[src/design/rgbmd_pkg.sv]
// ----------------------------------------------------------------------------
// rgbmd_pkg: shared types and constants for the RGB dilation core
// Word formats of both streams, register indexes, reset values.
// ----------------------------------------------------------------------------
package rgbmd_pkg;

	localparam int DEFAULT_KERNEL_SIZE = 3;
	localparam int DEFAULT_MAX_WIDTH   = 1920;
	localparam int DEFAULT_MAX_HEIGHT  = 1080;

	localparam int PIX_W       = 24;
	localparam int CH_W        = 8;
	localparam int GEOM_W      = 11;
	localparam int QUEUE_DEPTH = 4;
	localparam int REG_IDX_W   = 2;

	localparam logic [REG_IDX_W-1:0] REG_MASK   = 2'd0;
	localparam logic [REG_IDX_W-1:0] REG_WIDTH  = 2'd1;
	localparam logic [REG_IDX_W-1:0] REG_HEIGHT = 2'd2;

	localparam logic [GEOM_W-1:0] RESET_WIDTH  = 11'd1920;
	localparam logic [GEOM_W-1:0] RESET_HEIGHT = 11'd1080;

	localparam logic KIND_PIXEL = 1'b0;
	localparam logic KIND_FLUSH = 1'b1;

	typedef struct packed {
		logic             kind;
		logic [PIX_W-1:0] pixel_in;
	} in_word_t;

	typedef struct packed {
		logic [PIX_W-1:0] pixel_out;
		logic             row_end;
		logic             frame_end;
	} out_word_t;

endpackage

[src/design/rgbmd_queue.sv]
// ----------------------------------------------------------------------------
// rgbmd_queue: short FIFO between classifier and window engine
// ----------------------------------------------------------------------------
module rgbmd_queue import rgbmd_pkg::*; #(
	parameter int DEPTH    = QUEUE_DEPTH,
	parameter type entry_t = logic
) (
	input  logic   clk,
	input  logic   arst_n,
	input  logic   in_valid,
	output logic   in_ready,
	input  entry_t in_data,
	output logic   out_valid,
	input  logic   out_ready,
	output entry_t out_data
);

	localparam int PTR_W = (DEPTH > 1) ? $clog2(DEPTH) : 1;
	localparam int CNT_W = $clog2(DEPTH + 1);

	entry_t           slot_q [DEPTH];
	logic [PTR_W-1:0] wr_ptr_q;
	logic [PTR_W-1:0] rd_ptr_q;
	logic [CNT_W-1:0] cnt_q;
	logic             push;
	logic             pop;

	assign in_ready  = (cnt_q != CNT_W'(DEPTH));
	assign out_valid = (cnt_q != '0);
	assign out_data  = slot_q[rd_ptr_q];
	assign push      = in_valid && in_ready;
	assign pop       = out_valid && out_ready;

	always_ff @(posedge clk) begin
		if (push) begin
			slot_q[wr_ptr_q] <= in_data;
		end
	end

	always_ff @(posedge clk or negedge arst_n) begin
		if (!arst_n) begin
			wr_ptr_q <= '0;
			rd_ptr_q <= '0;
			cnt_q    <= '0;
		end else begin
			if (push) begin
				wr_ptr_q <= (wr_ptr_q == PTR_W'(DEPTH - 1)) ? '0 : wr_ptr_q + PTR_W'(1);
			end
			if (pop) begin
				rd_ptr_q <= (rd_ptr_q == PTR_W'(DEPTH - 1)) ? '0 : rd_ptr_q + PTR_W'(1);
			end
			if (push && !pop) begin
				cnt_q <= cnt_q + CNT_W'(1);
			end else if (pop && !push) begin
				cnt_q <= cnt_q - CNT_W'(1);
			end
		end
	end

endmodule

[config.mk]
export PLATFORM = sky130hd
export DESIGN_NAME = rgbmd_queue
export DESIGN_NICKNAME = d
export VERILOG_FILES = /design/src/design/rgbmd_pkg.sv /design/src/design/rgbmd_queue.sv
export SDC_FILE = /design/constraint.sdc
export NUM_CORES = 1
export LEC_CHECK = 0
export BUFFER_PORTS_ARGS = -buffer_cell sky130_fd_sc_hd__buf_2
export CAP_MARGIN = 20
export CORE_AREA = 3 3 40 42
export DETAILED_ROUTE_END_ITERATION = 8
export DIE_AREA = 0 0 43 45
export SLEW_MARGIN = 5
export SYNTH_ARGS = -nofsm -noshare
export SYNTH_HDL_FRONTEND = slang
export SYNTH_SLANG_ARGS = --single-unit
export TNS_END_PERCENT = 100
[constraint.sdc]
create_clock -name clk -period 2.6 [get_ports clk]
set_clock_uncertainty 0.15 [all_clocks]
set_input_delay 0.39 -clock clk [delete_from_list [all_inputs] [get_ports clk]]
set_output_delay 0.39 -clock clk [all_outputs]
set_load 0.02 [all_outputs]
==> After elaboration in Yosys (flattened, before gate mapping) <==
Memory sizes are Yosys's and may differ from the RTL's.
Index checks and enable logic that the tools add are counted.
{ "word_totals": {"out_inout_bits": 3, "memories": 1, "inputBits": 5, "regBits": 7, "ramBits": 4, "wordCells": 25} }
{ "memory_table": {"columns": ["name", "words", "width", "rd", "rd_ports_with_merged_regs", "wr", "line", "source"], "rows": [
  ["slot_q", 4, 1, 1, 0, 1, "rgbmd_queue.sv:21", "entry_t slot_q [DEPTH];"]
]} }
{ "op_classes": {"n_mux": 6, "reduce_logical": 8, "eq_ne": 3, "addsub": 4} }
{ "ops": {"columns": ["op", "n"], "rows": [
  ["3-bit two-way mux", 2],
  ["2-bit by 1-bit adder with 2-bit output, second input constant", 2],
  ["2-bit == test, second input constant", 2],
  ["1-bit logical AND", 4],
  ["2-bit two-way mux", 2],
  ["3-bit by 1-bit adder with 3-bit output, second input constant", 1],
  ["3-bit inequality test, second input constant", 1],
  ["3-bit nonzero test", 1],
  ["3-bit by 1-bit subtractor with 3-bit output, second input constant", 1],
  ["1-bit logical NOT", 2],
  ["1-bit two-way mux", 2],
  ["2-bit nonzero test", 1]
]} }

==> Longest topological paths before layout <==
Gate-level depths: netlist (run 1).
{ "depth": {"word_depth": 6, "depth_mapped": 8, "depth_no_buf": 8} }

==> Worst setup path after synthesis (run 1) <==
OpenSTA, ideal clock, no wires.
{ "synth_path": {"path_type": "register -> register", "from": "register cnt_q[1]", "to": "register cnt_q[2]", "setup_slack_ns": 0.465, "synth_period_minus_slack_ns": 2.135, "path_stages_with_launch": 9, "arrival_ns": 1.905, "cell_sequence": "dfrtp_1 > or3_4 > nand2_4 > ha_1 > inv_1 > fa_1 > xor2_1 > nor2_1 > xor2_1"} }
{ "synth_via": {"elab_chain_cells": 5} }
{ "synth_rtl": {"columns": ["element", "line", "source"], "rows": [
  ["start: declaration", "rgbmd_queue.sv:24", "logic [CNT_W-1:0] cnt_q;"],
  ["start signal: assignment", "rgbmd_queue.sv:53", "cnt_q <= cnt_q + CNT_W'(1);"],
  ["start signal: assignment", "rgbmd_queue.sv:55", "cnt_q <= cnt_q - CNT_W'(1);"],
  ["3-bit nonzero test *", "rgbmd_queue.sv:29", "assign out_valid = (cnt_q != '0);"],
  ["via out_valid", "rgbmd_queue.sv:13", "output logic out_valid,"],
  ["1-bit logical AND *", "rgbmd_queue.sv:32", "assign pop = out_valid && out_ready;"],
  ["1-bit logical NOT", "rgbmd_queue.sv:52", "if (push && !pop) begin"],
  ["1-bit logical AND", "rgbmd_queue.sv:52", null],
  ["3-bit two-way mux or 2-bit nonzero test (tied branches)", null, null]
]} }
Mark *: on every way through the listed nets, which the timed path passes. The rest lies on a longest branch. The select of a mux whose other input is x is not followed.
A chain may end at the register's enable or synchronous reset.

==> Final worst setup path (run 1) <==
{ "layout_path": {"from": "register cnt_q[0]", "to": "register cnt_q[2]"} }
{ "layout_via": {"elab_chain_cells": 5} }
{ "layout_rtl": {"columns": ["element"], "rows": [
  ["branches (longest 5 deep; another with 3-bit by 1-bit subtractor with 3-bit output)"]
]} }
Parallel ways; which one is timed is not known. The select of a mux whose other input is x is not followed.

==> results of run 1 <==
[worst max-delay path, cell delays in order (launching register included)]
cell     delay [ns]
dfrtp_1        0.44
or3_4          0.40
nand2_4        0.10
ha_1           0.19
inv_1          0.06
fa_1           0.38
xor2_1         0.15
nor2_1         0.13
xor2_1         0.15
[path summary, 6_finish.rpt]
check                               from          end  depth (start not counted)
worst min-delay path             in_data    slot_q[0]                          1
worst max register to register  cnt_q[0]     cnt_q[2]                          8
worst min register to register  cnt_q[2]     cnt_q[2]                          1
worst max-delay path            cnt_q[0]     cnt_q[2]                          8
min in group asynchronous         arst_n  rd_ptr_q[0]                          2
max in group asynchronous         arst_n  wr_ptr_q[0]                          2
[power by group through the flow]
stage / clock, mW / sequential (mW) / combinational, mW
floorplan: 0 / 0.315 / 0.283
global placement: 0 / 0.324 / 0.327
detailed placement: 0 / 0.334 / 0.347
CTS: 0.118 / 0.331 / 0.354
global route: 0.130 / 0.342 / 0.387
finish: 0.113 / 0.330 / 0.349
[metrics by stage]
step | cell area, µm² | worst slack [ns] | std cells | hold slack, ns
after global placement | 645.6 | 0.4788 | 64 | 0.08050
after detailed placement | 645.6 | 0.4189 | 64 | 0.09011
after floorplan | 591.8 | 0.4654 | 42 | -0.05559
after CTS | 681.9 | 0.3758 | 69 | 0.1906
final | 681.9 | 0.3779 | 69 | 0.1953
after global routing | 681.9 | 0.2497 | 69 | 0.1804
[flip-flops by register name, indices dropped and copies added, names as in the netlist]
name,cells
wr_ptr_q,2
cnt_q,3
rd_ptr_q,2
slot_q,4
[placed cells by master, fill, tap and decap left out, types with 2 or more instances in the layout]
cell type  instances
clkbuf_4           3
and2_1             4
dfrtp_1            7
edfxtp_1           4
nor2_1             4
ha_1               6
buf_2              7
xor2_1             2
mux2_4             2
mux2_2             3
inv_1              3
[logic make-up after synthesis]
logic type | Yosys count | synth area share [%]
AO/OA/AOI/OAI | 1 | 1.903
multiplexers | 6 | 14.59
buffers and inverters | 3 | 1.903
flip-flops | 11 | 49.90
AND/OR/NAND/NOR | 11 | 11.20
adder cells (fa/ha/maj) | 7 | 16.07
XOR/XNOR | 3 | 4.441
[area by class of cell]
class	instances	area [µm²]
flip-flops and latches	11	295.3
inverters	3	11.26
repair buffers	8	45.04
multi-input cells	28	285.3
well taps	15	18.77
fillers	112	603.1
clock buffers	4	26.28
[metal layers]
layer / GRT usage [%] / up-vias / routed length [µm]
met3: 5.179 / 4 / 51
met1: 11.17 / 173 / 364
met5: 0 / - / 0
li1: - / 165 / -
met2: 18.86 / 12 / 484
met4: 4.819 / 0 / 14
==> results by group, run 1 <==
Logic synthesis
  – Yosys cell types: 16
  – Number of synthesis warnings: 0
  – Yosys reg bits: 11
  – Count leader, synth: dfrtp_1
  – Avg Inst Size Synth: 14.09 µm²
  – Async set or reset register ratio after synthesis: a little under two thirds
  – Synthesized area: 591.8 µm²
  – EDFF count, synth: 4
  – Top cell type's share of synthesized area: about 30%
  – Cells after synthesis: 42
  – Top cells by area, synth: dfrtp_1, edfxtp_1, ha_1
  – List of most frequent post-synthesis cells: dfrtp_1, ha_1, and2_1, edfxtp_1, nor2_1
  – Mapped Nets: 54
  – Dominant synthesized flop cell: dfrtp_1
  – Seq/Total Area, Yosys: 49.89%
  – Post-synth top area cell: dfrtp_1

STA
  – Post-Route Setup TNS: 0 ns
  – Slew Limit Fails: 0
  – Hold Vio Cnt, Final: 0
  – Slew @ Worst Pin: 0.2994 ns
  – Achievable frequency: roughly 450 MHz
  – RSZ-0062 raised after global routing: false
  – Max_slew headroom: 79.92%
  – Final period utilization: a little under nine tenths
  – Min Tclk post-route: ~2.2 ns
  – # setup viols final: 0

Clock network
  – Clk buf depth: 2
  – Root buffer selected by CTS: clkbuf_4
  – Post_cts resized: 0
  – CTS Sinks: 11
  – CTS HTree Levels: 1
  – Hold buffers post-CTS: 1
  – Post-CTS Setup Bufs: 0
  – CTS tree: done
  – Clock Latency Late Sink: about 0.26 ns
  – Clock-pin slew on the worst setup and hold paths: approximately 0.070 ns
  – Num CTS Buffers: 3

Power
  – Gate power share: between 40% and 50%
  – Sw Ratio: between 30% and 40%
  – Peak supply drop: 550.9 µV
  – Power density over cell area: around 1200 nW/µm²
  – Total leakage power: 0.3088 nW
  – Clock share of power: between 10% and 20%
  – Tot Pwr: 0.7920 mW
  – Internal power: around 0.5 mW
  – Flop pwr share: around two fifths
  – Switch Pwr: between 0.2 and 0.3 mW

Routing
  – Via density: approximately 5.1
  – DR vias: ~350
  – WL/cell: roughly 13 µm
  – Number of nets with antenna violations after routing: 0
  – Routed WL: about 900 µm
  – Detailed Route Iter0 Violations: 9
  – Total iterations of the first detailed-routing run: 4
  – Drt drc: 0

Global route
  – Tot GR Track Use: between 10 and 15%
  – First-pass GRT wire length: 1.511 mm
  – Congestion Overflow GR: 0
  – Pin count of the biggest net entering global routing: 8
  – Initial antenna violation count: 0
  – Vias in the first global route: 360

Placement
  – Final Wtd Congestion: 0.7782
  – I/O Buffers: 7
  – Hpwl dp: 686.2 µm

Die
  – # rows: 13
  – Initial Util: a little under half
  – Die Y: between 40 and 50 µm
  – CORE AREA: between 1000 and 1500 µm²
  – Die area: between 1500 and 2000 µm²
  – Die W: about 43 µm
  – Top-Level Pins: 8

Critical path
  – CP startpoint kind: flop
  – R2r setup slk: approximately 0.38 ns
  – Crit Path Max Fanout: 4
  – Critical path class: reg -> reg
  – CP endpoint kind: flop
  – WP data required: roughly 2.6 ns
  – Critical path arrival: approximately 2.3 ns

Finish
  – Layout area overhead: 15.22%
  – Nets: 67
  – Fin util: a little over half
  – Share of cells above drive strength 1: between 30% and 40%
  – ANT cells: 0

Min path
  – Hold Path Class: in -> reg

Flow run
  – Max Cap Violations: 0

Status
  – Status: complete, no violations
Power figures use the tool's default switching activity.
==> run 2, diff against run 1 <==
- CTS_BUF_LIST: not set -> sky130_fd_sc_hd__clkbuf_8
==> results by group, run 2 (same netlist as run 1, synthesis figures left out) <==
STA
  – Fin worst setup slack: 0.3816 ns
  – Hold Vio Cnt, Final: 0
  – Achievable frequency: 450.8 MHz
  – Min Tclk post-route: about 2.2 ns
  – Post-Route Setup TNS: 0 ns
  – Final period utilization: between 80 and 90%
  – Max_slew headroom: 79.09%
  – # setup viols final: 0
  – RSZ-0062 raised after global routing: false
  – Slew Limit Fails: 0
  – Slew @ Worst Pin: 0.3119 ns

Placement
  – Final Wtd Congestion: roughly 0.78
  – I/O Buffers: 7
  – Setup WS pre-CTS: between 0.4 and 0.5 ns
  – Hpwl dp: between 600 and 700 µm

Flow run
  – Max Cap Violations: 0

Critical path
  – CP endpoint kind: flop
  – Critical path class: reg -> reg
  – Crit Path Max Fanout: 4
  – Critical path arrival: ~2.2 ns
  – CP startpoint kind: flop
  – R2r setup slk: about 0.38 ns
  – WP data required: 2.61 ns

Die
  – Die Y: about 45 µm
  – Initial Util: ~46%
  – Die W: between 40 and 50 µm
  – CORE AREA: between 1000 and 1500 µm²
  – Die area: roughly 1900 µm²
  – # rows: 13
  – Top-Level Pins: 8

Status
  – Status: complete, no violations

Routing
  – Drt drc: 0
  – Via density: 5.087
  – Routed WL: roughly 930 µm
  – Detailed Route Iter0 Violations: 9
  – Number of nets with antenna violations after routing: 0
  – DR vias: 351
  – WL/cell: 13.49 µm
  – Total iterations of the first detailed-routing run: 4

Global route
  – First-pass GRT wire length: 1.524 mm
  – Met1 GRT Util: 10.91%
  – GR Layer Usage met3: between 5 and 6%
  – Congestion Overflow GR: 0
  – Met2 usage: around 20%
  – Pin count of the biggest net entering global routing: 8
  – Initial antenna violation count: 0
  – Vias in the first global route: about 370
  – GR peak layer: met2
  – Tot GR Track Use: ~11%

Clock network
  – Clock-pin slew on the worst setup and hold paths: ~0.050 ns
  – CTS tree: done
  – Root buffer selected by CTS: clkbuf_8
  – Num CTS Buffers: 3
  – Clk buf depth: 2
  – Clock Latency Late Sink: 0.23 ns
  – CTS HTree Levels: 1
  – Hold buffers post-CTS: 1
  – CTS Sinks: 11
  – Post_cts resized: 0
  – Post-CTS Setup Bufs: 0

Finish
  – ANT cells: 0
  – Layout area overhead: 18.39%
  – Commonest non-fill, non-tap cells in the layout: dfrtp_1, buf_2, ha_1
  – Max reg flops: 4
  – Nets: 67
  – Biggest registers after layout: slot_q x4, cnt_q x3
  – Largest Register: slot_q
  – Share of cells above drive strength 1: a little over a third
  – Fillers: 107

Power
  – Power density over cell area: 1206 nW/µm²
  – Peak supply drop: a little under 600 µV
  – Total leakage power: 0.3207 nW

Min path
  – Hold Path Class: in -> reg
-- run 2: layout make-up --
type	count	area [µm²]	area share (%)
flip-flops and latches	11	295.3	42.14
multi-input cells	28	285.3	40.71
repair buffers	8	45.04	6.429
clock buffers	3	41.29	5.893
well taps	15	18.77	2.679
inverters	3	11.26	1.607
clock inverters	1	3.754	0.5357
-- run 2: path summary, 6_finish.rpt --
check / cells after the start / start / endpoint
setup / recovery: 8 / cnt_q[0] / cnt_q[2]
hold / removal: 1 / in_data / slot_q[3]
setup reg to reg: 8 / cnt_q[0] / cnt_q[2]
hold reg to reg: 1 / cnt_q[2] / cnt_q[2]
max in group asynchronous: 2 / arst_n / wr_ptr_q[0]
min in group asynchronous: 2 / arst_n / rd_ptr_q[0]
-- run 2: per-layer routing --
metal,part of all wire [%],wire [µm]
met1,38,358
met2,54,504
met3,7.3,68
met4,0,0
met5,0,0
-- run 2: worst max-delay path, cell delays in order, from the launching register on --
cell and delay (ns):
dfrtp_1 0.43, or3_4 0.40, nand2_4 0.10, ha_1 0.19, inv_1 0.06, fa_1 0.38
xor2_1 0.15, nor2_1 0.13, xor2_1 0.15
-- run 2: power breakdown --
group / switching [mW] / total (mW) / leakage [nW] / internal (mW)
clock network: 0.0603 / 0.164 / 0.0269 / 0.103
registers: 0.0764 / 0.331 / 0.119 / 0.255
logic: 0.160 / 0.350 / 0.175 / 0.190
-- run 2: per-stage QoR --
step	instance area [µm²]	utilization [%]	hold WS [ns]	cells	power, mW
floorplan	591.8	-	-0.05559	42	0.5977
global route	700.7	54.53	0.2211	69	0.9099
CTS	700.7	54.53	0.2253	69	0.8549
finish	700.7	54.53	0.2220	69	0.8449
detailed placement	645.6	50.24	0.09011	64	0.6807
global placement	645.6	50.24	0.08050	64	0.6510
